File: src/design/bcc_pkg.sv
// Shared types, codes and reset values for the button click classifier.
package bcc_pkg;

    // Classifier modes
    typedef enum logic [2:0] {
        MODE_IDLE   = 3'd0,
        MODE_HELD   = 3'd1,
        MODE_WAIT   = 3'd2,
        MODE_SECOND = 3'd3,
        MODE_LONG   = 3'd4
    } mode_t;

    // Gesture completed by one poll
    typedef enum logic [1:0] {
        GEST_NONE   = 2'd0,
        GEST_CLICK  = 2'd1,
        GEST_DOUBLE = 2'd2,
        GEST_LONG   = 2'd3
    } gesture_t;

    // Configuration register indexes
    localparam int unsigned CFG_INDEX_WIDTH = 8;
    localparam logic [CFG_INDEX_WIDTH-1:0] REG_SHORT_PRESS = 8'd0;
    localparam logic [CFG_INDEX_WIDTH-1:0] REG_LONG_PRESS  = 8'd1;
    localparam logic [CFG_INDEX_WIDTH-1:0] REG_SECOND_WAIT = 8'd2;

    localparam int unsigned LIMIT_WIDTH = 16;
    localparam int unsigned TIME_WIDTH  = 32;
    localparam int unsigned FIELD_COUNT_WIDTH = 16;

    localparam logic [LIMIT_WIDTH-1:0] SHORT_PRESS_RESET = 16'd300;
    localparam logic [LIMIT_WIDTH-1:0] LONG_PRESS_RESET  = 16'd1000;
    localparam logic [LIMIT_WIDTH-1:0] SECOND_WAIT_RESET = 16'd300;

    localparam int unsigned COUNT_WIDTH_DEFAULT = 16;

    // Word widths on the stream ports
    localparam int unsigned IN_DATA_WIDTH  = 40;
    localparam int unsigned OUT_DATA_WIDTH = 56;

    // Threshold registers
    typedef struct packed {
        logic [LIMIT_WIDTH-1:0] short_press;
        logic [LIMIT_WIDTH-1:0] long_press;
        logic [LIMIT_WIDTH-1:0] second_wait;
    } limits_t;

    // Classifier state apart from the counters
    typedef struct packed {
        mode_t                 mode;
        logic [TIME_WIDTH-1:0] press_stamp;
        logic [TIME_WIDTH-1:0] release_stamp;
        logic                  last_level;
    } ctrl_t;

    // Counter increments requested by one poll
    typedef struct packed {
        logic click;
        logic double_click;
        logic long_press;
    } bump_t;

endpackage

File: src/design/button_click_classifier.sv
// The result word is registered. Throughput: one poll per cycle when not stalled;
// the classifier state updates in the accepting cycle.
// A new poll enters while the previous result word drains; a stalled result word
// holds off the input. Reset (aresetn low, synchronous): mode idle, stamps, level and
// counters zero, thresholds back to 300, 1000 and 300 ms, no result word pending.
module button_click_classifier
    import bcc_pkg::*;
#(
    parameter int unsigned COUNT_WIDTH = COUNT_WIDTH_DEFAULT
) (
    input  logic                       aclk,
    input  logic                       aresetn,
    // Poll input: tdata = pressed[0], time_now[32:1], zero pad
    input  logic                       s_tvalid,
    output logic                       s_tready,
    input  logic [IN_DATA_WIDTH-1:0]   s_tdata,
    // Result output: tdata = mode[2:0], gesture[4:3], clicks[20:5],
    // double_clicks[36:21], long_presses[52:37], zero pad
    output logic                       m_tvalid,
    input  logic                       m_tready,
    output logic [OUT_DATA_WIDTH-1:0]  m_tdata,
    // Configuration writes
    input  logic                       cfg_valid,
    output logic                       cfg_ready,
    input  logic [CFG_INDEX_WIDTH-1:0] cfg_index,
    input  logic [LIMIT_WIDTH-1:0]     cfg_data
);

    limits_t                limits_reg;
    ctrl_t                  ctrl_reg;
    ctrl_t                  ctrl_next;
    logic [COUNT_WIDTH-1:0] click_reg,  click_next;
    logic [COUNT_WIDTH-1:0] double_reg, double_next;
    logic [COUNT_WIDTH-1:0] long_reg,   long_next;
    logic                   out_valid_reg;
    logic [OUT_DATA_WIDTH-1:0] out_data_reg, out_data_next;
    gesture_t               gesture;
    bump_t                  bump;
    logic                   in_fire;
    logic                   in_pressed;
    logic [TIME_WIDTH-1:0]  in_time;

    assign in_pressed = s_tdata[0];
    assign in_time    = s_tdata[TIME_WIDTH:1];

    // Accept a poll whenever the output slot is free or draining
    assign s_tready  = !out_valid_reg || m_tready;
    assign in_fire   = s_tvalid && s_tready;
    assign cfg_ready = 1'b1;

    bcc_step u_step (
        .ctrl      (ctrl_reg),
        .limits    (limits_reg),
        .pressed   (in_pressed),
        .time_now  (in_time),
        .ctrl_next (ctrl_next),
        .gesture   (gesture),
        .bump      (bump)
    );

    // Advance the counters, wrapping at their width
    assign click_next  = click_reg  + COUNT_WIDTH'(bump.click);
    assign double_next = double_reg + COUNT_WIDTH'(bump.double_click);
    assign long_next   = long_reg   + COUNT_WIDTH'(bump.long_press);

    // Pack the result word
    always_comb begin
        logic [31:0] clk_w;
        logic [31:0] dbl_w;
        logic [31:0] lng_w;
        clk_w = 32'(click_next);
        dbl_w = 32'(double_next);
        lng_w = 32'(long_next);
        out_data_next = '0;
        out_data_next[2:0]   = ctrl_next.mode;
        out_data_next[4:3]   = gesture;
        out_data_next[20:5]  = clk_w[FIELD_COUNT_WIDTH-1:0];
        out_data_next[36:21] = dbl_w[FIELD_COUNT_WIDTH-1:0];
        out_data_next[52:37] = lng_w[FIELD_COUNT_WIDTH-1:0];
    end

    // Hold thresholds; write on a configuration word
    always_ff @(posedge aclk) begin
        if (!aresetn) begin
            limits_reg.short_press <= SHORT_PRESS_RESET;
            limits_reg.long_press  <= LONG_PRESS_RESET;
            limits_reg.second_wait <= SECOND_WAIT_RESET;
        end else if (cfg_valid && cfg_ready) begin
            case (cfg_index)
                REG_SHORT_PRESS: limits_reg.short_press <= cfg_data;
                REG_LONG_PRESS:  limits_reg.long_press  <= cfg_data;
                REG_SECOND_WAIT: limits_reg.second_wait <= cfg_data;
                default: ;
            endcase
        end
    end

    // Update classifier state and counters on each accepted poll
    always_ff @(posedge aclk) begin
        if (!aresetn) begin
            ctrl_reg.mode          <= MODE_IDLE;
            ctrl_reg.press_stamp   <= '0;
            ctrl_reg.release_stamp <= '0;
            ctrl_reg.last_level    <= 1'b0;
            click_reg              <= '0;
            double_reg             <= '0;
            long_reg               <= '0;
        end else if (in_fire) begin
            ctrl_reg   <= ctrl_next;
            click_reg  <= click_next;
            double_reg <= double_next;
            long_reg   <= long_next;
        end
    end

    // Output word valid flag
    always_ff @(posedge aclk) begin
        if (!aresetn) begin
            out_valid_reg <= 1'b0;
        end else if (in_fire) begin
            out_valid_reg <= 1'b1;
        end else if (m_tready) begin
            out_valid_reg <= 1'b0;
        end
    end

    // Output word payload
    always_ff @(posedge aclk) begin
        if (in_fire) begin
            out_data_reg <= out_data_next;
        end
    end

    assign m_tvalid = out_valid_reg;
    assign m_tdata  = out_data_reg;

endmodule

File: src/design/bcc_step.sv
// Next-state logic of the classifier: edge event first, then the tick.
module bcc_step
    import bcc_pkg::*;
(
    input  ctrl_t                  ctrl,
    input  limits_t                limits,
    input  logic                   pressed,
    input  logic [TIME_WIDTH-1:0]  time_now,
    output ctrl_t                  ctrl_next,
    output gesture_t               gesture,
    output bump_t                  bump
);

    ctrl_t                 mid;
    logic [TIME_WIDTH-1:0] held_time;
    logic [TIME_WIDTH-1:0] tick_held_time;
    logic [TIME_WIDTH-1:0] tick_wait_time;

    // Elapsed times, wrapping modulo 2^32
    assign held_time = time_now - ctrl.press_stamp;

    always_comb begin
        mid       = ctrl;
        ctrl_next = ctrl;
        gesture   = GEST_NONE;
        bump      = '0;

        // Handle a press or release when the level changed
        mid.last_level = pressed;
        if (pressed != ctrl.last_level) begin
            case (ctrl.mode)
                MODE_IDLE: begin
                    if (pressed) begin
                        mid.mode        = MODE_HELD;
                        mid.press_stamp = time_now;
                    end
                end
                MODE_HELD: begin
                    if (!pressed) begin
                        mid.release_stamp = time_now;
                        if (held_time < TIME_WIDTH'(limits.short_press)) begin
                            mid.mode = MODE_WAIT;
                        end else begin
                            mid.mode   = MODE_IDLE;
                            bump.click = 1'b1;
                            gesture    = GEST_CLICK;
                        end
                    end
                end
                MODE_WAIT: begin
                    if (pressed) begin
                        mid.mode = MODE_SECOND;
                    end
                end
                MODE_SECOND: begin
                    if (!pressed) begin
                        mid.mode          = MODE_IDLE;
                        bump.double_click = 1'b1;
                        gesture           = GEST_DOUBLE;
                    end
                end
                MODE_LONG: begin
                    if (!pressed) begin
                        mid.mode        = MODE_IDLE;
                        bump.long_press = 1'b1;
                        gesture         = GEST_LONG;
                    end
                end
                default: ;
            endcase
        end

        // Handle the periodic tick at the same time
        tick_held_time = time_now - mid.press_stamp;
        tick_wait_time = time_now - mid.release_stamp;
        ctrl_next = mid;
        case (mid.mode)
            MODE_HELD: begin
                if (tick_held_time > TIME_WIDTH'(limits.long_press)) begin
                    ctrl_next.mode = MODE_LONG;
                end
            end
            MODE_WAIT: begin
                if (tick_wait_time > TIME_WIDTH'(limits.second_wait)) begin
                    ctrl_next.mode = MODE_IDLE;
                    bump.click     = 1'b1;
                    gesture        = GEST_CLICK;
                end
            end
            default: ;
        endcase
    end

endmodule

File: config.mk
export PLATFORM = sky130hd
export DESIGN_NAME = button_click_classifier
export DESIGN_NICKNAME = d
export VERILOG_FILES = /design/src/design/bcc_pkg.sv /design/src/design/button_click_classifier.sv /design/src/design/bcc_step.sv
export SDC_FILE = /design/constraint.sdc
export NUM_CORES = 1
export LEC_CHECK = 0
export BUFFER_PORTS_ARGS = -buffer_cell sky130_fd_sc_hd__buf_4
export CAP_MARGIN = 20
export CORE_AREA = 10 10 242 244
export CTS_BUF_LIST = sky130_fd_sc_hd__clkbuf_16
export CTS_CLUSTER_DIAMETER = 60
export CTS_CLUSTER_SIZE = 30
export DETAILED_ROUTE_END_ITERATION = 12
export DIE_AREA = 0 0 252 254
export MAX_ROUTING_LAYER = met4
export SLEW_MARGIN = 40
export SYNTH_ARGS = -nofsm -noshare
export SYNTH_HDL_FRONTEND = slang
export SYNTH_SLANG_ARGS = --single-unit
export TNS_END_PERCENT = 50
File: constraint.sdc
create_clock -name aclk -period 10.3 [get_ports aclk]
set_input_delay 0.515 -clock aclk [delete_from_list [all_inputs] [get_ports aclk]]
set_output_delay 0.515 -clock aclk [all_outputs]
set_load 0.02 [all_outputs]
After elaboration in Yosys (flattened, before gate mapping)
Cells that the tools add are included.
{ "op_classes": {"n_addsub": 6, "multipliers": 0, "n_div": 0, "n_lt_le_gt_ge": 3, "n_eq_ne": 9, "shifts": 0, "muxes": 32, "n_bitwise": 0, "n_reduce_logical": 10} }
{ "ops": {"columns": ["op", "n"], "rows": [
  ["$mux W32", 3],
  ["$sub A32 B32 Y32", 3],
  ["$mux W67", 1],
  ["$gt A32 B16 Y1", 2],
  ["$add A16 B1 Y16", 3],
  ["$mux W35", 1],
  ["$lt A32 B16 Y1", 1],
  ["$mux W3", 6],
  ["$mux W2", 7],
  ["$pmux W3 S4", 1],
  ["$mux W1", 11],
  ["$eq A3 B2 Y1 const B", 3],
  ["$eq A8 B1 Y1 const B", 1],
  ["$eq A8 B2 Y1 const B", 1],
  ["$logic_not A8 Y1", 1],
  ["$eq A3 B1 Y1 const B", 2],
  ["$pmux W2 S3", 1],
  ["$pmux W3 S2", 1],
  ["$reduce_and A2 Y1", 3],
  ["$eq A3 B3 Y1 const B", 1],
  ["$logic_not A3 Y1", 1],
  ["$reduce_bool A2 Y1", 1],
  ["$reduce_or A2 Y1", 1],
  ["$logic_and A1 B1 Y1", 1],
  ["other kinds (3)", 3]
]} }
{ "word_totals": {"reg_bits": 218, "latch_bits": 0, "mem_bits_rw": 0, "romBits": 0, "inputBits": 69, "out_inout_bits": 59, "n_memories": 0} }

Depth between registers and ports, before layout
{ "logic_depth": {"word_depth": 11, "depth_mapped": 39, "ltp_nobuf": 36} }

By module
From an unflattened synthesis, not the netlist that was laid out.
{ "unflattened": {"cells_unflattened": 2055, "hier_area_um2": 16493.3} }
{ "modules_own_cells": {"columns": ["module", "instances", "cells_each", "area_per_inst_um2", "seq_area_each_um2"], "rows": [
  ["button_click_classifier", 1, 900, 8515.7, 4894.7],
  ["bcc_step", 1, 1155, 7977.7, 0.0]
]} }

Least setup slack after synthesis
Ideal clock, no wire load.
{ "synth_path": {"path_type": "register -> register", "from": "register ctrl_reg[65] (netlist name)", "to": "register click_reg[15]", "setup_time_ns": 0.115, "arrival_time_ns": 7.212, "slack_ns": 2.973, "path_stages_with_launch": 37, "period_less_slack_ns": 7.327, "path_cell_list": "dfxtp_1 > clkbuf_1 > inv_1 > nor4b_1 > nor2b_1 > buf_2 > buf_1 > mux2i_1 > ha_1 > o211ai_1 > o21ai_0 > a31oi_1 > o31ai_1 > nand2_1 > nand2_1 > xor2_1 > ha_1 > nor2b_1 > o21ai_0 > o21ai_0 > o31ai_1 > nand4_1 > nor4_1 > nand4_1 > o31a_1 > o21ai_1 > nand2_1 > ha_1 > and3_1 > and3_1 > and3_1 > and3_1 > and3_1 > and3_1 > nand4_1 > xnor2_1 > and2_1"} }
{ "synth_between": {"elab_chain_len": 8, "word_cells_on_any_way": 21, "cone_classes": "2 x add/sub; 1 x order compare; 5 x eq/ne; 11 x mux; 2 x reduce/logical"} }
{ "synth_rtl": {"columns": ["item", "line", "rtl"], "rows": [
  ["start: declaration", "button_click_classifier.sv:30", "ctrl_t ctrl_reg;"],
  ["start signal: assignment", "button_click_classifier.sv:109", "ctrl_reg <= ctrl_next;"],
  ["$eq A3 B1 Y1", "bcc_step.sv:31", "case (ctrl.mode)"],
  ["$mux W32", "bcc_step.sv:31", null],
  ["$mux W67", "bcc_step.sv:30", "if (pressed != ctrl.last_level) begin"],
  ["$sub A32 B32 Y32", "bcc_step.sv:75", "tick_wait_time = time_now - mid.release_stamp;"],
  ["$gt A32 B16 Y1", "bcc_step.sv:84", "if (tick_wait_time > TIME_WIDTH'(limits.second_wait)) begin"],
  ["$mux W1", "bcc_step.sv:84", null],
  ["$mux W1 *", "bcc_step.sv:77", "case (mid.mode)"],
  ["$add A16 B1 Y16 *", "button_click_classifier.sv:62", "assign click_next = click_reg + COUNT_WIDTH'(bump.click);"],
  ["end signal: assignment", "button_click_classifier.sv:110", "click_reg <= click_next;"],
  ["end: declaration", "button_click_classifier.sv:32", "logic [COUNT_WIDTH-1:0] click_reg, click_next;"]
]} }
Every way passes the cells marked *; elsewhere a longest branch is shown, timed or not.
A chain may end at the register's enable or synchronous reset.

==> summary.txt <==
Global routing
  – GRT met2 Usage: 24.3%
  – Total global-route track usage: 14.7%
  – Overflow after GRT: 0
  – Number of global-route vias before repair: 13,600
  – Met1 GRT Util: 18.4%
  – Initial antenna violation count: 0
  – Most Crowded Layer GR: met2
  – Pin count of the biggest net entering global routing: 93
  – First-pass GRT wire length: 74.1 mm
  – Routing usage on met3: 1.99%

Route
  – Final wirelength: 47.1 mm
  – Wire per inst: 17.5 um
  – Drt pass-1 iters: 5
  – ANT nets after route: 0
  – Avg Vias per Cell: 5.14
  – DRT iter0 DRCs: 811
  – Via count: 13,800
  – # DRC: 0

Synthesis
  – Syn Inst Count: 1,913
  – Synth cell count leaders: nand2_1 (303), dfxtp_1 (165), ha_1 (146)
  – Number of flops mapped to enable cells by yosys: 53
  – Syn. warnings: 0
  – Synth Flop Type: dfxtp_1
  – Avg Cell Area, Syn: 8.35 sq um
  – Area contributors post-synth: dfxtp_1 (21%), ha_1 (11%), edfxtp_1 (10%)
  – Most frequent cell after synthesis: nand2_1
  – Ys async rst share: 0%
  – Sequential area share after synthesis: 30.6%
  – Synth top area share: 20.7%
  – #FFs+latches synth: 218
  – Synth unique cells: 76
  – Cell accounting for the most synthesized area: dfxtp_1
  – Post-Syn Area: 16,000 sq um

Pwr
  – P per Cell Area: 140 nW/um^2
  – Pleak: 0.00765 uW
  – VDD IR max: 0.0712 mV

Clock network
  – TritonCTS clock tree: yes
  – Post-CTS Setup Repair Bufs: 0
  – Hold Buf Count CTS: 0
  – Clk pin slew, worst setup/hold paths: 80 ps
  – Worst-Skew Late Latency: 560 ps
  – CTS Buf Count: 25
  – H-tree depth: 1
  – Clock Sinks: 218
  – CTS root buf: clkbuf_16
  – Post-CTS Resized: 0
  – CTS max path bufs: 3

Outcome
  – Outcome: finished, final reports clean

Placed design
  – PortBufs: 116
  – GP Congestion: 0.927
  – Placed Instances: 2,640
  – Detailed placer's ending HPWL: 36.9 mm

Die
  – Die ar.: 64,000 sq um
  – Die W: 252 um
  – Die height: 254 um
  – Core ar.: 53,600 sq um
  – IO Pins: 128
  – Initial Util: 29.8%
  – Row Count: 85

STA
  – Max-Slew Margin vs Limit: 47.0%
  – Slew Limit Fails: 0
  – Max frequency: 0.116 GHz
  – Tcrit/Tclk final: 83.5%
  – TNS Setup: 0 ps
  – Final hold violations: 0
  – Final worst path period need: 8600 ps
  – Final Setup Violations: 0
  – RSZ-0062 raised after global routing: no
  – Slew @ Worst Pin: 796 ps
  – Layout Skew: 22.1 ps

Critical path
  – Reg2reg setup slack: 1700 ps
  – Setup CP Type: reg -> reg
  – End of the critical path: m_tdata[20]
  – Beginning of the critical path: ctrl_reg[65]
  – Reg2Reg Depth: 35
  – Cell mode on critical path: and3_1
  – Reg2reg end: m_tdata[20]
  – Startpoint type of the worst setup path: flop
  – Critical path's largest stage delay: 550 ps
  – Crit end category: flop
  – Reg-to-Reg Start: ctrl_reg[65]
  – CP max FO: 11
  – Critical Path Slowest Stage Cell: nor2b_4
  – Arr. time, crit path: 8910 ps
  – Crit path required time: 10,610 ps

Final layout
  – Share of cells above drive strength 1: 9.75%
  – Post-Layout Cell Count: 2,685
  – Ant. Diodes: 0
  – Layout Area Growth over Synthesis: 14.7%
  – Number of flip-flops in the largest register: 68
  – Nets: 2,189

Hold path
  – Tightest Hold Check Type: in -> reg

Job
  – Max Cap Viol: 0
==> cells by family after synthesis <==
logic type      count (synthesis)  share of synthesized area [%]
simple gates                  639                           19.0
mux                            85                           5.35
flops                         218                           30.6
buf+inv                       203                           4.92
xor+xnor                      158                           8.66
compound gates                459                           19.6
fa+ha+maj                     149                           11.8
other cells                     2                         0.0470
==> cell usage in the layout (no fill, tap or decap), drive strengths merged, types with 64 or more instances in the layout <==
cell,instances
mux2i,82
a21oi,116
xnor2,87
dfxtp,165
ha,146
a21boi,69
xor2,71
nor2,87
buf,127
nand2,303
inv,115
o21ai,64
==> per-stage QoR <==
step	utilization, %	worst slack, ps	total power [uW]	area, sq um	hold slack, ps
finish	34.2	1700	2560	18300	225
global route	34.2	928	2700	18300	212
CTS	34.2	1590	2590	18300	194
detailed placement	32.6	1530	1640	17500	460
global placement	32.5	1590	1630	17400	456
floorplan	-	2970	1430	16000	441
==> worst min path at each step <==
stage	from	to	slack (ps)	cells past startpoint
final	cfg_data[3]	limits_reg[3]	220	3
after global routing	cfg_data[5]	limits_reg[5]	210	3
after CTS	cfg_data[2]	limits_reg[2]	190	3
after detailed placement	limits_reg[33]	limits_reg[33]	460	2
after global placement	double_reg[0]	double_reg[0]	460	2
after floorplan	limits_reg[32]	limits_reg[32]	440	2
==> per-layer routing <==
layer / vias up / routed length (um) / share of wire, %
met5: - / 0 / 0
met4: 0 / 1370 / 2.9
met3: 70 / 2370 / 5.0
met2: 304 / 21800 / 46
met1: 6546 / 21500 / 46
li1: 6880 / - / -
==> area by class of cell <==
class	count	area, sq um
clock buffers	25	626
repair buffers	127	957
fillers	5650	35300
inverters	105	399
clock inverters	20	234
well taps	696	871
multi-input cells	1494	10300
flip-flops and latches	218	4890
==> report_power, final <==
| part | leakage [uW] | switching, uW | internal (uW) |
|---|---|---|---|
| registers | 0.00187 | 14.6 | 901 |
| clock network | 0.000417 | 434 | 499 |
| logic | 0.00537 | 434 | 280 |
| total | 0.00765 | 882 | 1680 |
==> worst max-delay path: cells and delay by family, from the launching register on <==
family | cells | cell delay (ps)
AOI/OAI and AO/OA | 9 | 2290
xor gates and xnor gates | 2 | 300
adders and majority gates | 4 | 900
buffers and inverters | 3 | 380
DFF | 1 | 520
muxes | 1 | 430
and+or+nand+nor | 16 | 3520
(Power assumes the default switching activity.)
